$ cat config.mk
export PLATFORM = sky130hd
export DESIGN_NAME = bdw_cell
export DESIGN_NICKNAME = d
export VERILOG_FILES = /design/src/design/barycentric_weights_2d_macros.svh /design/src/design/bdw_pkg.sv /design/src/design/bdw_cell.sv
export SDC_FILE = /design/constraint.sdc
export NUM_CORES = 1
export LEC_CHECK = 0
export BUFFER_PORTS_ARGS = -buffer_cell sky130_fd_sc_hd__buf_2
export CORE_AREA = 2 2 182 184
export DETAILED_ROUTE_END_ITERATION = 10
export DIE_AREA = 0 0 184 186
export MAX_ROUTING_LAYER = met4
export PLACE_DENSITY = 0.61
export REMOVE_ABC_BUFFERS = 1
export SLEW_MARGIN = 10
export SYNTH_ARGS = -nofsm -noshare
export SYNTH_HDL_FRONTEND = slang
export SYNTH_SLANG_ARGS = --single-unit
$ cat constraint.sdc
create_clock -name clock -period 5.6 [get_ports clock]
set_input_delay 1.12 -clock clock [delete_from_list [all_inputs] [get_ports clock]]
set_output_delay 1.12 -clock clock [all_outputs]
set_load 0.005 [all_outputs]
$ cat src/design/barycentric_weights_2d_macros.svh
// Assertion macros shared by the barycentric weight block.
`ifndef BARYCENTRIC_WEIGHTS_2D_MACROS_SVH
`define BARYCENTRIC_WEIGHTS_2D_MACROS_SVH
`ifndef NO_ASSERTIONS
// clocked check, masked while reset is high
`define BDW_CHECK(lbl, prop) \
   lbl: assert property (@(posedge clock) disable iff (reset) prop) \
      else $error("barycentric weights check failed");
// clocked check that also holds through reset
`define BDW_CHECK_RST(lbl, prop) \
   lbl: assert property (@(posedge clock) prop) \
      else $error("barycentric weights reset check failed");
`else
`define BDW_CHECK(lbl, prop)
`define BDW_CHECK_RST(lbl, prop)
`endif
`endif

$ cat src/design/bdw_pkg.sv
// Shared types and constants for the barycentric weight block.
package bdw_pkg;
   localparam int W_BITS = 32;
   localparam int FRONT_STAGES = 5;
   localparam int FIN_STAGES = 2;
   localparam logic [W_BITS-1:0] W_MAX = {1'b0, {(W_BITS-1){1'b1}}};
   localparam logic [W_BITS-1:0] W_MIN = {1'b1, {(W_BITS-1){1'b0}}};

   typedef struct packed {
      logic degen;
      logic ovf_a;
      logic ovf_b;
      logic neg_a;
      logic neg_b;
   } side_type;
endpackage

$ cat src/design/bdw_cell.sv
// One restoring-division cell: one quotient bit for each of the two weights.
module bdw_cell #(
   parameter int MAG_W = 34
) (
   input  logic clock,
   input  logic en,
   input  logic [MAG_W-1:0] ud_in,
   input  logic [MAG_W-1:0] ra_in,
   input  logic [MAG_W-1:0] rb_in,
   input  logic [bdw_pkg::W_BITS-1:0] loa_in,
   input  logic [bdw_pkg::W_BITS-1:0] lob_in,
   input  logic [bdw_pkg::W_BITS-1:0] qa_in,
   input  logic [bdw_pkg::W_BITS-1:0] qb_in,
   input  bdw_pkg::side_type side_in,
   output logic [MAG_W-1:0] ud_out,
   output logic [MAG_W-1:0] ra_out,
   output logic [MAG_W-1:0] rb_out,
   output logic [bdw_pkg::W_BITS-1:0] loa_out,
   output logic [bdw_pkg::W_BITS-1:0] lob_out,
   output logic [bdw_pkg::W_BITS-1:0] qa_out,
   output logic [bdw_pkg::W_BITS-1:0] qb_out,
   output bdw_pkg::side_type side_out
);
   import bdw_pkg::*;

   logic [MAG_W:0] ta_in, tb_in, da_in, db_in;
   logic bit_a_in, bit_b_in;
   logic [MAG_W-1:0] ud_ff, ra_ff, rb_ff;
   logic [W_BITS-1:0] loa_ff, lob_ff, qa_ff, qb_ff;
   side_type side_ff;

   always_comb begin
      ta_in = {ra_in, loa_in[W_BITS-1]};
      tb_in = {rb_in, lob_in[W_BITS-1]};
      da_in = ta_in - {1'b0, ud_in};
      db_in = tb_in - {1'b0, ud_in};
      bit_a_in = (ta_in >= {1'b0, ud_in});
      bit_b_in = (tb_in >= {1'b0, ud_in});
   end

   always_ff @(posedge clock) begin
      if (en) begin
         ud_ff  <= ud_in;
         ra_ff  <= bit_a_in ? da_in[MAG_W-1:0] : ta_in[MAG_W-1:0];
         rb_ff  <= bit_b_in ? db_in[MAG_W-1:0] : tb_in[MAG_W-1:0];
         loa_ff <= {loa_in[W_BITS-2:0], 1'b0};
         lob_ff <= {lob_in[W_BITS-2:0], 1'b0};
         qa_ff  <= {qa_in[W_BITS-2:0], bit_a_in};
         qb_ff  <= {qb_in[W_BITS-2:0], bit_b_in};
         side_ff <= side_in;
      end
   end

   assign ud_out = ud_ff;
   assign ra_out = ra_ff;
   assign rb_out = rb_ff;
   assign loa_out = loa_ff;
   assign lob_out = lob_ff;
   assign qa_out = qa_ff;
   assign qb_out = qb_ff;
   assign side_out = side_ff;
endmodule

==> results.yml <==
floorplan:
  fp.dieW_um: 184
  dieArea_um2: 34200
  die-height_um: 186
  start_util_pct: 36.7
  coreArea_um2: 32200
  io_pins: 472
  placementRows: 66
yosys:
  synthCells: 959
  synth_common_cells: "edfxtp_1 (233), a21oi_1 (87), nor2_1 (71)"
  yosysTopAreaCellShare_pct: 59.2
  syn_avg_cell_area_um2: 12.3
  yosysWarnings: 0
  yosysTopAreaCell: "edfxtp_1"
  synth.most_common_cell: "edfxtp_1"
  synthFlopType: "edfxtp_1"
  synth_edf_count: 233
  ys_types: 63
  synth_area_leaders: "edfxtp_1 (59%), ha_1 (7.2%), a21oi_1 (3.7%)"
  netlist_area_um2: 11800
  synth_seq_cells: 233
  yosysSeqAreaShare_pct: 59.2
  async_reset_ff_share_pct: 0
detailed_routing:
  wl_per_cell_um: 19.4
  drtPass1Iterations: 5
  ant_nets: 0
  drc: 0
  vias: 9512
  drtIter0Drc: 562
  vias_per_cell: 5.10
  wl_um: 36200
place:
  port-buffer-count: 467
  gp_congestion: 0.936
  dp_hpwl_um: 28600
  pre_cts_ws_ps: 800
timing:
  rsz0062_at_grt: "no"
  period_minus_slack_ps: 4220
  relSlewSlack_pct: 42.6
  setup_slack_ps: 1380
  finalCritPeriodShare_pct: 75.4
  tns_ps: 0
  fmax_mhz: 237
  final-hold-violation-count: 0
  setup_viol: 0
  slew_violations: 0
  worst_pin_slew_ps: 862
global_route:
  grt-ovfl-total: 0
  grt_max_degree: 105
  grt_usage_pct: 20.2
  met2_usage_pct: 36.1
  antenna_found_initial: 4
  grt_use_met1_pct: 23.9
  busiest_layer: "met2"
  grt_pass1_wl_um: 51900
  grt_pass1_vias: 9047
  grtUsageMet3_pct: 3.23
pwr:
  vdd_ir_drop_max_mv: 0.204
  cellPowerDensity_nw_per_um2: 315
  power.leakage_nw: 6.77
layout:
  area_delta_synth_final_pct: 30.9
  final_nets: 1740
  final_layout_size_suffix_gt1_share_pct: 38.8
worst_setup_path:
  path_max_fanout: 27
  crit_path_start: "ud_in[16]"
  cp.required_ps: 5880
  cp-end-kind: "flip-flop"
  arrival_ps: 4500
  startpoint_type: "input port"
  crit_end: "rb_out[20]"
  worstSetupPathType: "input port to flip-flop"
run:
  cap_violations: 0
worst_hold_path:
  hp-class: "input port to flip-flop"
  min_from: "qb_in[3]"
clock_tree:
  htree_levels: 1
  root_buffer: "clkbuf_16"
  cts_setup_buffers: 0
  cts_buffers: 26
  clkTransAtPathRegs_ps: 60
  cts_buffer_depth: 3
  cts_tree: "yes"
  clock_sinks: 233
  cts_hold_buf: 0
  ctsResizeCount: 0
run_status:
  status: "finished, final reports clean"
[layer usage]
| metal | up-vias | wire length (µm) | share of wire [%] |
|---|---|---|---|
| met2 | 333 | 18700 | 52 |
| met5 | - | 0 | 0 |
| met3 | 49 | 2410 | 6.6 |
| met4 | 0 | 752 | 2.1 |
| met1 | 4542 | 14400 | 40 |
| li1 | 4588 | - | - |
[cell type report]
class | instances | area, µm²
clock buffer | 27 | 654
multi-input combinational | 641 | 4470
sequential | 233 | 7000
clock inverter | 20 | 201
fill | 2988 | 16700
tap | 408 | 510
inverter | 58 | 218
antenna | 4 | 10.0
timing repair buffer | 473 | 2420
[registers in the layout, indices dropped and copies added, names as in the netlist]
register	cells
ra_out	34
qb_out	32
qa_out	32
ud_out	34
rb_out	34
loa_out	31
side_out	5
lob_out	31
[where the power goes]
| part | switching [W] | internal (W) | total (W) |
|---|---|---|---|
| Clock | 0.000724 | 0.000993 | 0.00172 |
| Sequential | 0.0000406 | 0.00214 | 0.00218 |
| Combinational | 0.000545 | 0.000437 | 0.000982 |
[per-stage QoR]
stage	cell area (µm²)	total power, W	util (%)	cells	hold WS, ps
finish	15500	0.00488	48.1	1864	744
global placement	14600	0.00319	45.4	1813	1300
detailed placement	14600	0.00320	45.4	1813	1300
floorplan	11700	0.00273	-	932	1220
global route	15500	0.00511	48.1	1864	714
CTS	15500	0.00494	48.0	1860	714
[worst max-delay path, cell delays in order]
cell and delay [ps]:
buf_2 90, inv_1 80, ha_1 370, a21o_1 200, a21o_1 220, a2111oi_4 400
a31oi_1 210, a211o_2 410, a21o_1 210, a31oi_4 370, buf_4 430, mux2_2 390
[cell families after synthesis]
family                   after synthesis  share of synthesized area (%)
AND/OR/NAND/NOR                      230                           8.99
buffers and inverters                 86                           3.04
other                                  1                         0.0317
flip-flops                           233                           59.2
adder cells (fa/ha/maj)               70                           7.53
multiplexers                          41                           3.86
AO/OA/AOI/OAI                        246                           13.5
XOR/XNOR                              52                           3.85
[placed cells by master, fill, tap and decap left out, drive strengths merged, types with 19 or more instances in the layout]
cell type	instances
buf	473
edfxtp	233
a21oi	87
nor2	71
nand2	70
ha	68
inv	60
o21ai	45
mux2	37
a21o	35
xnor2	32
clkbuf	27
xor2	20
nand3	19
[how the worst min path moves through the flow]
stage	to	slack, ps	cells after the start
3_5_place_dp	loa_out[4]	1300	1
4_1_cts	qb_out[31]	710	1
2_1_floorplan	loa_out[10]	1220	0
3_3_place_gp	loa_out[3]	1300	1
6_report	qb_out[4]	740	1
5_1_grt	qb_out[31]	710	1
(Power assumes the default switching activity.)
