[src/design/barycentric_weights_2d_macros.svh]
// Assertion macros shared by the barycentric weight block.
`ifndef BARYCENTRIC_WEIGHTS_2D_MACROS_SVH
`define BARYCENTRIC_WEIGHTS_2D_MACROS_SVH
`ifndef NO_ASSERTIONS
// clocked check, masked while reset is high
`define BDW_CHECK(lbl, prop) \
   lbl: assert property (@(posedge clock) disable iff (reset) prop) \
      else $error("barycentric weights check failed");
// clocked check that also holds through reset
`define BDW_CHECK_RST(lbl, prop) \
   lbl: assert property (@(posedge clock) prop) \
      else $error("barycentric weights reset check failed");
`else
`define BDW_CHECK(lbl, prop)
`define BDW_CHECK_RST(lbl, prop)
`endif
`endif

[src/design/bdw_pkg.sv]
// Shared types and constants for the barycentric weight block.
package bdw_pkg;
   localparam int W_BITS = 32;
   localparam int FRONT_STAGES = 5;
   localparam int FIN_STAGES = 2;
   localparam logic [W_BITS-1:0] W_MAX = {1'b0, {(W_BITS-1){1'b1}}};
   localparam logic [W_BITS-1:0] W_MIN = {1'b1, {(W_BITS-1){1'b0}}};

   typedef struct packed {
      logic degen;
      logic ovf_a;
      logic ovf_b;
      logic neg_a;
      logic neg_b;
   } side_type;
endpackage

[src/design/bdw_fin.sv]
// Sign, clamp and third weight.
module bdw_fin #(
   parameter int FRAC_BITS = 16
) (
   input  logic clock,
   input  logic [bdw_pkg::FIN_STAGES-1:0] en,
   input  logic [bdw_pkg::W_BITS-1:0] qa_in,
   input  logic [bdw_pkg::W_BITS-1:0] qb_in,
   input  bdw_pkg::side_type side_in,
   output logic signed [bdw_pkg::W_BITS-1:0] weight_a,
   output logic signed [bdw_pkg::W_BITS-1:0] weight_b,
   output logic signed [bdw_pkg::W_BITS-1:0] weight_c,
   output logic degenerate,
   output logic saturated
);
   import bdw_pkg::*;

   localparam int CW = W_BITS + 2;
   localparam logic signed [CW-1:0] ONE = CW'(1) <<< FRAC_BITS;
   localparam logic signed [CW-1:0] C_MAX = $signed({2'b00, W_MAX});
   localparam logic signed [CW-1:0] C_MIN = $signed({2'b11, W_MIN});

   function automatic logic [W_BITS:0] sign_clamp(input logic [W_BITS-1:0] q,
                                                   input logic neg, input logic ovf);
      logic [W_BITS:0] r;
      if (ovf)
         r = {1'b1, neg ? W_MIN : W_MAX};
      else if (neg)
         r = (q > W_MIN) ? {1'b1, W_MIN} : {1'b0, W_BITS'(-q)};
      else
         r = q[W_BITS-1] ? {1'b1, W_MAX} : {1'b0, q};
      return r;
   endfunction

   logic [W_BITS:0] ca_in, cb_in;
   logic signed [W_BITS-1:0] wa_ff, wb_ff, wao_ff, wbo_ff, wc_ff;
   logic sat_ab_ff, degen_ff, degen_o_ff, sat_o_ff;
   logic signed [CW-1:0] wc_in;

   always_comb begin
      ca_in = sign_clamp(qa_in, side_in.neg_a, side_in.ovf_a);
      cb_in = sign_clamp(qb_in, side_in.neg_b, side_in.ovf_b);
      wc_in = ONE - CW'(wa_ff) - CW'(wb_ff);
   end

   always_ff @(posedge clock) begin
      if (en[0]) begin
         wa_ff <= side_in.degen ? '0 : $signed(ca_in[W_BITS-1:0]);
         wb_ff <= side_in.degen ? '0 : $signed(cb_in[W_BITS-1:0]);
         sat_ab_ff <= !side_in.degen && (ca_in[W_BITS] || cb_in[W_BITS]);
         degen_ff <= side_in.degen;
      end
      if (en[1]) begin
         wao_ff <= wa_ff;
         wbo_ff <= wb_ff;
         degen_o_ff <= degen_ff;
         if (degen_ff) begin
            wc_ff <= '0;
            sat_o_ff <= 1'b0;
         end else if (wc_in > C_MAX) begin
            wc_ff <= $signed(W_MAX);
            sat_o_ff <= 1'b1;
         end else if (wc_in < C_MIN) begin
            wc_ff <= $signed(W_MIN);
            sat_o_ff <= 1'b1;
         end else begin
            wc_ff <= wc_in[W_BITS-1:0];
            sat_o_ff <= sat_ab_ff;
         end
      end
   end

   assign weight_a = wao_ff;
   assign weight_b = wbo_ff;
   assign weight_c = wc_ff;
   assign degenerate = degen_o_ff;
   assign saturated = sat_o_ff;
endmodule

[config.mk]
export PLATFORM = sky130hd
export DESIGN_NAME = bdw_fin
export DESIGN_NICKNAME = d
export VERILOG_FILES = /design/src/design/barycentric_weights_2d_macros.svh /design/src/design/bdw_pkg.sv /design/src/design/bdw_fin.sv
export SDC_FILE = /design/constraint.sdc
export NUM_CORES = 1
export LEC_CHECK = 0
export BUFFER_PORTS_ARGS = -buffer_cell sky130_fd_sc_hd__buf_2
export CAP_MARGIN = 5
export CELL_PAD_IN_SITES_DETAIL_PLACEMENT = 0
export CELL_PAD_IN_SITES_GLOBAL_PLACEMENT = 1
export CORE_ASPECT_RATIO = 0.75
export CORE_MARGIN = 5
export CORE_UTILIZATION = 40
export DETAILED_ROUTE_END_ITERATION = 10
export PLACE_DENSITY = 0.77
export SLEW_MARGIN = 20
export SYNTH_ARGS = -nofsm -noshare
export SYNTH_HDL_FRONTEND = slang
export SYNTH_SLANG_ARGS = --single-unit
[constraint.sdc]
create_clock -name clock -period 3.4 [get_ports clock]
set_clock_uncertainty 0.2 [all_clocks]
set_input_delay 0.17 -clock clock [delete_from_list [all_inputs] [get_ports clock]]
set_output_delay 0.17 -clock clock [all_outputs]
set_load 0.02 [all_outputs]
==> results of run 1 <==
worst max-delay path, delay by kind of cell (launching register included):
kind,cells,cell delay (ns)
xor gates and xnor gates,1,0.16
DFF,1,0.40
buffers and inverters,6,0.70
AOI/OAI and AO/OA,6,0.89
and+or+nand+nor,2,0.17
adders and majority gates,3,0.83
worst max path at each step:
stage          cells past startpoint                   start                          to  slack (ns)
2_1_floorplan                     15  wa_ff[1]$_SDFFCE_PP0P_  weight_c[11]$_SDFFCE_PP0P_       -0.01
3_5_place_dp                      14  wa_ff[1]$_SDFFCE_PP0P_  weight_c[26]$_SDFFCE_PP0P_       -0.63
6_report                          18  wa_ff[1]$_SDFFCE_PP0P_   weight_c[3]$_SDFFCE_PP0P_       -0.21
3_3_place_gp                      14  wa_ff[1]$_SDFFCE_PP0P_   weight_c[6]$_SDFFCE_PP0P_       -0.53
4_1_cts                           18  wa_ff[1]$_SDFFCE_PP0P_  weight_c[13]$_SDFFCE_PP0P_       -0.17
5_1_grt                           18  wa_ff[1]$_SDFFCE_PP0P_  weight_c[22]$_SDFFCE_PP0P_       -0.40
layout make-up:
cell class	count	area share (%)
sequential	164	35.43
multi-input combinational	704	35.36
timing repair buffer	395	19.51
clock buffer	17	3.060
tap	338	3.042
inverter	78	2.106
clock inverter	15	1.494
what timing repair did:
item,in CTS,in global routing
resized for setup,38,27
cloned,4,1
setup buffers,15,5
pin swaps,17,8
hold buffers,21,0
hold endpoints to repair,21,0
endpoints found under the setup margin,32,54
metrics by stage:
stage / power [mW] / setup TNS, ns / hold WS (ns)
after floorplan: 3.856 / -0.1935 / 0.06887
after global placement: 4.916 / -16.29 / 0.2313
after detailed placement: 4.931 / -18.57 / 0.2416
after CTS: 7.173 / -4.512 / 0.001336
after global routing: 7.614 / -11.43 / 0.02817
final: 7.245 / -5.716 / 0.01681
kinds of logic after synthesis:
| kind of cell | synth area share, % |
|---|---|
| simple gates | 16.07 |
| compound gates | 18.61 |
| flops | 49.24 |
| buf+inv | 4.804 |
| fa+ha+maj | 8.456 |
| xor+xnor | 2.715 |
| mux | 0.1001 |
power by group:
group,switching (mW),total (mW),internal (mW)
clock,0.919,1.99,1.07
sequential,0.100,2.62,2.52
combinational,1.41,2.64,1.23
per-layer routing:
layer,track usage (%),up-vias,share of wire (%)
met5,0,-,0.064
met3,4.418,27,6.7
met4,4.989,2,1.4
li1,-,4440,-
met2,32.38,329,43
met1,33.87,4248,49
state kept, by name, indices dropped and copies added, names as in the netlist:
register    flops
degen_ff        1
degenerate      1
weight_c       32
wa_ff          32
weight_b       32
sat_ab_ff       1
weight_a       32
wb_ff          32
saturated       1
cell usage in the layout, fill, tap and decap left out, types with 5 or more instances in the layout:
| cell type | n |
|---|---|
| sky130_fd_sc_hd__and2_1 | 7 |
| sky130_fd_sc_hd__nand4_1 | 7 |
| sky130_fd_sc_hd__nor4_1 | 7 |
| sky130_fd_sc_hd__or2_2 | 9 |
| sky130_fd_sc_hd__o211ai_1 | 9 |
| sky130_fd_sc_hd__ha_4 | 5 |
| sky130_fd_sc_hd__o21ai_0 | 56 |
| sky130_fd_sc_hd__o41ai_1 | 6 |
| sky130_fd_sc_hd__o31ai_1 | 18 |
| sky130_fd_sc_hd__edfxtp_1 | 164 |
| sky130_fd_sc_hd__buf_2 | 168 |
| sky130_fd_sc_hd__ha_1 | 60 |
| sky130_fd_sc_hd__nand3b_1 | 6 |
| sky130_fd_sc_hd__or4_1 | 6 |
| sky130_fd_sc_hd__o21ai_1 | 7 |
| sky130_fd_sc_hd__and3_1 | 6 |
| sky130_fd_sc_hd__xor2_1 | 12 |
| sky130_fd_sc_hd__clkbuf_16 | 18 |
| sky130_fd_sc_hd__buf_6 | 6 |
| sky130_fd_sc_hd__a21oi_1 | 97 |
| sky130_fd_sc_hd__nand3_1 | 11 |
| sky130_fd_sc_hd__o21a_1 | 7 |
| sky130_fd_sc_hd__inv_1 | 76 |
| sky130_fd_sc_hd__nand2b_1 | 10 |
| sky130_fd_sc_hd__xnor2_1 | 18 |
| sky130_fd_sc_hd__clkinv_8 | 6 |
| sky130_fd_sc_hd__buf_4 | 194 |
| sky130_fd_sc_hd__nor2_1 | 68 |
| sky130_fd_sc_hd__a31oi_1 | 12 |
| sky130_fd_sc_hd__nand2_1 | 72 |
| sky130_fd_sc_hd__a21o_1 | 38 |
| sky130_fd_sc_hd__or3_1 | 17 |
| sky130_fd_sc_hd__a211oi_1 | 8 |
| sky130_fd_sc_hd__dlygate4sd3_1 | 21 |
| sky130_fd_sc_hd__nor3_1 | 34 |
==> summary.md, run 1 <==
The tools report the detailed-router iteration count before antenna repair as 5. In the final layout, the share of cells above drive strength 1 is 34.60%. Of the post-synthesis cell area, the dominant cell type holds 49.24%. Walking the worst path, the cells encountered are ha_1 -> inv_1 -> ha_2 -> inv_2 -> fa_2 -> nor2b_4 -> o2111a_1 -> buf_6 -> nor4_4 -> o211ai_1 -> a21oi_2 -> xnor2_2 -> buf_4 -> o21ai_4 -> a21oi_4 -> buf_12 -> clkbuf_16 -> a21o_1.

The number of flip-flops and latches in the synthesized netlist works out to 164. The cell count after synthesis came out at 990. The ratio of final minimum period to clock period was 106.1%; the clock sink total was 164. The final worst slack is -0.2086 ns, and the wire length of the first global-routing pass is 48.52 mm.

Measured in cells, the most critical reg-to-reg path has a length of 18. The number of enable flip-flop cells after synthesis was 164. The overall die width was 192.6 um; the flip-flop and latch area was 0.004925 mm2. The initial antenna violation count was 1. The endpoint of the worst register-to-register path was weight_c[3]$_SDFFCE_PP0P_. The cell depth of the worst min-delay path is 3, and the final core utilization is 56.11%. Dividing total power by cell area gives a power density of 521.2 mW/mm2. The clock passes through at most 2 buffers. The overall routing resource usage is 22.14%, and the maximum fanout count along the critical path is 7. Dividing the detail-routed via count by the number of cells gives 5.287. Summed over all layers, the global routing overflow is 0.

The clock tree synthesis step divided the H-tree into 4 levels. The worst hold path begins at qb_in[27]. The floorplan has 50 rows. After the first detailed-routing iteration, the DRC count stood at 634.

In this run the tightest slew margin relative to its limit is 41.75%. The type of the setup path with the least slack is reg -> reg. Once the floorplan was initialized, standard cells occupied 40.37% of the core.

Once detail routing completed, the nets flagged for antenna violations numbered 0. The multi-input combinational cells in the finished layout cover a total of 0.004915 mm2. OpenSTA, run right after detailed placement, puts the worst setup slack at -0.6349 ns. For this run, design rule violations remaining after detail routing come to 0. Entering global routing, the biggest net connects 99 pins. Summing all non-filler instances in the final layout gives an area of 0.01390 mm2. The tools report the die outline area as 0.02830 mm2.

The final reports fail on setup timing. TritonCTS built the clock tree. The run gives 0.43 ns as the later-pin clock latency in the skew report.

The most common cell in the synthesized netlist is sky130_fd_sc_hd__edfxtp_1. Relative to the synthesized area, the layout overhead comes to 38.98%. Kind of start point of the critical path: a flop.

Once placement completed, the tool counted placed cells totaling 1634. Setup violations remaining at the end of the flow were counted as 32. By area the synthesized netlist is led by sky130_fd_sc_hd__edfxtp_1 49%, sky130_fd_sc_hd__ha_1 8.3%, sky130_fd_sc_hd__a21oi_1 5.1%. The root buffer cell was sky130_fd_sc_hd__clkbuf_16.

The top achievable clock speed came out at 0.2771 GHz. The count of placed standard cells in the final layout, fillers left out is 1711, and the final net count is 1499. The total core area was 0.02477 mm2. VDD sags by at most 0.2571 mV. Wire length per cell: 18.32 um.

In this run the critical register-to-register path is launched from wa_ff[1]$_SDFFCE_PP0P_. Of all cell types, the one taking the most synthesized area is sky130_fd_sc_hd__edfxtp_1. Count of unique library cells instantiated by Yosys: 69. The flow ran to the end, but the final reports show violations.

The I/O pin total was 170. The number of global-route vias before repair was 8534. The fraction of synthesis flops using an asynchronous set or reset pin works out to 0%. For flop-to-flop paths, the worst setup slack is -0.21 ns. For the data arrival time of the critical path, the log shows 3.59 ns.

Sort of element at the end of the critical path: a flop. The final weighted congestion of routability-driven global placement came out at 0.9031. The largest single stage delay on the critical path is 0.40 ns. The logs give 2182 for the number of fill cells in the layout and 3.39 ns for the data required time at the worst endpoint.

The commonest cells after synthesis are 164 x sky130_fd_sc_hd__edfxtp_1, 102 x sky130_fd_sc_hd__a21oi_1, 78 x sky130_fd_sc_hd__inv_1. In the synthesized netlist the dominant register cell turns out to be sky130_fd_sc_hd__edfxtp_1. The number of diodes came out at 0.

The sequential share of the synthesized area came out at 49.24%. The tools report the net count after synthesis as 1129. During placement, the flow inserted port buffers numbering 169. Summing over every cut layer, the via total after detailed routing is 9046. The number of endpoints with negative hold slack in the final report is 0, and the final critical-path required period is 3.609 ns. Cell with the largest stage delay on the worst path: sky130_fd_sc_hd__edfxtp_1. Detailed placement finished with a half-perimeter wire length of 24.03 mm. The tools report the cell area after placement as 0.01250 mm2.

After clock tree synthesis, the clock-pin slew on the worst setup and hold paths is 0.07 ns. The number of buffers inserted during clock tree synthesis came out at 17. Setup repair after global routing could not meet its margin everywhere.

Mean cell area of the mapped netlist: 10.10 um2. Worst min-delay path endpoint: wb_ff[27]$_SDFFCE_PP0P_. The max-capacitance violation count came out at 0.

The reported leakage power was 6.080 nW. The floorplan step set the die height to 146.9 um. The tools report the total count of max-transition violations in the final report as 0. The mapped netlist covers 0.01000 mm2.

The path class of the tightest hold or removal check is in -> reg. Yosys printed 0 warnings. The worst-margin pin slew was 0.8737 ns. The routed design has 31.34 mm of wire.
Power figures use the tool's default switching activity.
==> inputs of run 2 (changes only) <==
ABC_AREA = 1   (was not set)
CAP_MARGIN = not set   (was 5)
PLACE_DENSITY = 0.76   (was 0.77)
clock period = 4.34 ns   (was 3.4 ns; I/O delays follow)
==> run 2 against run 1 <==
The run now ends clean. Worst setup slack improved by 1.1 ns. Synthesized cell count up 31%. Highest routed layer is now met4. Clock-buffer cell count increased by 1. Die area increased by 7.8%.
==> summary.md, run 2 <==
The reported leakage power was 5.672 nW (-6.7%). The data required time at the worst endpoint is 4.27 ns (+0.88 ns), and the pin count of the biggest net entering global routing is 70 (-29%). The wire length of the first global-routing pass was 51.94 mm (+7.0%); the number of violations reported at the end of detailed-routing iteration 0 was 861 (+36%).

The number of fill cells in the layout was 2685 (+23%). Final setup violation count: 0 (-100%). The tree is rooted in a sky130_fd_sc_hd__clkbuf_16.

Of all cell types, the one taking the most synthesized area is sky130_fd_sc_hd__edfxtp_1. The antenna violation net count after detailed routing is 0 (unchanged). The switching power share of the total came out at 35.97% (+2.5 points). The final critical-path required period works out to 3.426 ns (-0.1824 ns). The net count after synthesis was 1434 (+27%). The later-pin clock latency in the skew report is 0.44 ns (about the same), and the via count is 9370 (+3.6%).

Top cell type's share of synthesized area: 45.46% (-3.8 points). Data arrival time of the critical path: 3.36 ns (-0.23 ns). For the effective utilization at floorplan, the log shows 40.42% (+0.044 points). TritonCTS built the clock tree.

The overall routing resource usage was 22.03% (-0.11 points). The mean cell area of the mapped netlist works out to 8.366 um2 (-17%). The worst-margin pin slew was 0.9574 ns (+0.08365 ns); the number of enable flip-flop cells after synthesis was 164 (unchanged). By area the synthesized netlist is led by sky130_fd_sc_hd__edfxtp_1 45%, sky130_fd_sc_hd__nand2_1 9.7%, sky130_fd_sc_hd__ha_1 7.6%.

The logs give 0.02082 ns (+0.004015 ns) for the worst hold slack after final layout and 4 (unchanged) for the H-tree depth reported by CTS. The run gives 0.9138 ns (+1.122 ns) as the final worst slack. By count the netlist is led by 279 x sky130_fd_sc_hd__nand2_1, 188 x sky130_fd_sc_hd__inv_1, 164 x sky130_fd_sc_hd__edfxtp_1.

The area of the mapped netlist is 0.01083 mm2 (+8.3%). The die outline area is 0.03051 mm2 (+7.8%). STA classifies the critical path endpoint as a flop.

The clock slew at the register clock pins of the worst setup and hold paths was 0.07 ns (about the same); the number of port buffers was 169 (unchanged). The most used flip-flop cell after synthesis is sky130_fd_sc_hd__edfxtp_1. The run gives 0 (unchanged) as the total count of max-transition violations in the final report. The chip height was 152.5 um (+3.8%).

The synthesized instance count is 1295 (+31%). The wire length reported by the detailed router was 33.18 mm (+5.9%); the remaining routing DRC violations was 0 (unchanged). The run gives 164 (unchanged) as the clock sink total.

The maximum buffer depth of the clock tree came out at 2 (unchanged). In the post-synthesis netlist, the cell with the most instances is sky130_fd_sc_hd__nand2_1. The worst-case setup slack after placement is 0.9490 ns (+1.584 ns). The layout cell share with drive strength beyond 1 was 16.67% (-18 points). The sum of net half-perimeters after detailed placement came out at 26.62 mm (+11%).

For the internal power summed over all cells, the log shows 3.212 mW (-33%). The run gives 0.02681 mm2 (+8.2%) as the total core area. The setup TNS was 0 ns (+5.716 ns); the largest voltage drop on the vdd net was 0.2169 mV (-16%).

The tools report the max-capacitance violation count as 0 (unchanged). The run gives 29.6% (-6.8 points) as the combinational fraction of design power. The final weighted congestion of routability-driven global placement is 0.9434 (+4.5%), and the detailed-router iteration count before antenna repair is 5 (unchanged). The number of global-route vias before repair was 8960 (+5.0%); the count of unique library cells instantiated by Yosys was 39 (-43%). For the initial antenna violation count, the log shows 0 (-1). Setup repair after global routing left no endpoint under its margin. The register share of total power came out at 40.6% (+4.5 points).

The overall die width is 200.0 um (+3.9%). The worst slew margin relative to its limit was 36.10% (-5.6 points); the wire length per cell was 18.20 um (-0.63%). The I/O pin total is 170 (unchanged), and the ratio of final minimum period to clock period is 78.95% (-27 points).

The final net count was 1596 (+6.5%); the power per cell area was 398.3 mW/mm2 (-24%). The run gives 29.8% (+2.3 points) as the portion of total power attributed to the clock network. The number of warnings reported in the yosys synthesis log was 0 (unchanged); the detail-routed via count per cell was 5.140 (-2.8%). The library cell used most frequently in the layout, excluding fill and tap cells, is sky130_fd_sc_hd__nand2_1. Sequential share of the synthesized area: 45.46% (-3.8 points).

The worst setup path is of the reg -> reg kind. Total of cells resized after clock tree synthesis: 0 (-100%). The switching power total is 1.804 mW (-26%).

The synthesis-to-layout area growth is 16.25%. The logs give 46.98% (-9.1 points) for the final core utilization and 0 (unchanged) for the number of endpoints with negative hold slack in the final report. The path type of the worst min-delay path was in -> reg.

The tools report the top achievable clock speed as 0.2919 GHz (+5.3%). The number of flip-flops and latches in the synthesized netlist works out to 164 (unchanged). For the sum of overflow across all layers after global routing, the log shows 0 (unchanged). The maximum fanout count along the critical path is 27 (+20). The run gives 52 (+4.0%) as the number of rows in the core area. The kind of start point of the critical path is a flop. The number of buffers inserted during clock tree synthesis was 17 (unchanged); the fraction of synthesis flops using an asynchronous set or reset pin was 0% (unchanged). Leaving out fill and tap cells, the most frequent cells in the layout are 279 x sky130_fd_sc_hd__nand2_1, 188 x sky130_fd_sc_hd__inv_1, 168 x sky130_fd_sc_hd__buf_2.

The run finished with clean final reports.
## run 2: changes by cell type in the layout (fill, tap and decap cells not counted), sizes merged, moves of 38 or more
cell   delta
buf     -199
inv     +117
nand2   +220
nor2     +66
a21o     -38
nand3    +60
## run 2: power groups by stage
stage               Clock [mW]  Combinational (mW)  Sequential, mW
floorplan                    0               0.861            2.18
global placement             0                1.46            2.07
detailed placement           0                1.47            2.08
CTS                       1.52                1.48            2.04
global route              1.59                1.66            2.05
finish                    1.49                1.49            2.04
## run 2: layout make-up
cell class / instances / area (um2) / share of cell area (%)
multi-input cells: 904 / 5011 / 39.79
flip-flops and latches: 164 / 4925 / 39.10
repair buffers: 175 / 898.4 / 7.133
inverters: 195 / 732.0 / 5.812
well taps: 351 / 439.2 / 3.487
clock buffers: 18 / 429.2 / 3.408
clock inverters: 14 / 155.1 / 1.232
diodes: 2 / 5.005 / 0.03974
## run 2: final timing paths
path	from	to	slack (ns)	cells past startpoint
max	wa_ff[1]$_SDFFCE_PP0P_	weight_c[16]$_SDFFCE_PP0P_	0.91	17
min	qb_in[4]	wb_ff[4]$_SDFFCE_PP0P_	0.02	3
max reg2reg	wa_ff[1]$_SDFFCE_PP0P_	weight_c[16]$_SDFFCE_PP0P_	0.91	17
min reg2reg	wa_ff[19]$_SDFFCE_PP0P_	weight_a[19]$_DFFE_PP_	0.25	0
## run 2: cell families after synthesis
group / Yosys count / synth area share [%]
flip-flops: 164 / 45.46
XOR/XNOR: 70 / 5.659
buffers and inverters: 227 / 8.292
AO/OA/AOI/OAI: 216 / 11.05
adder cells (fa/ha/maj): 67 / 7.807
AND/OR/NAND/NOR: 551 / 21.73
## run 2: stage by stage
step	instance area (um2)	std cells	power, mW
4_1_cts	12590	1821	5.042
3_5_place_dp	11990	1787	3.543
3_3_place_gp	11990	1787	3.538
2_1_floorplan	10830	1295	3.041
6_report	12590	1823	5.016
5_1_grt	12590	1821	5.310
## run 2: routing by layer
metal / vias to the layer above / track usage [%] / wire, um
met4: 0 / 5.044 / 539
met3: 29 / 3.271 / 1882
met2: 298 / 31.99 / 14070
met1: 4392 / 34.58 / 16680
li1: 4651 / - / -
met5: - / 0 / 0
## run 2: worst max-delay path, stage by stage, from the launching register on
cell,delay [ns]
sky130_fd_sc_hd__edfxtp_1,0.40
sky130_fd_sc_hd__ha_1,0.31
sky130_fd_sc_hd__inv_1,0.06
sky130_fd_sc_hd__ha_1,0.15
sky130_fd_sc_hd__inv_1,0.06
sky130_fd_sc_hd__fa_1,0.39
sky130_fd_sc_hd__inv_1,0.10
sky130_fd_sc_hd__nand2_1,0.06
sky130_fd_sc_hd__nand3_1,0.13
sky130_fd_sc_hd__nand2_1,0.09
sky130_fd_sc_hd__nand2_2,0.12
sky130_fd_sc_hd__nand2_1,0.12
sky130_fd_sc_hd__nand2_1,0.10
sky130_fd_sc_hd__nand2_1,0.05
sky130_fd_sc_hd__nand2_1,0.07
sky130_fd_sc_hd__nand2_1,0.12
sky130_fd_sc_hd__nand3_2,0.38
sky130_fd_sc_hd__o21ai_0,0.20
## run 2: what timing repair did
item                      4_1_cts  5_1_grt
buffers inserted                0        0
hold buffers                    2        0
hold endpoints to repair        7        0
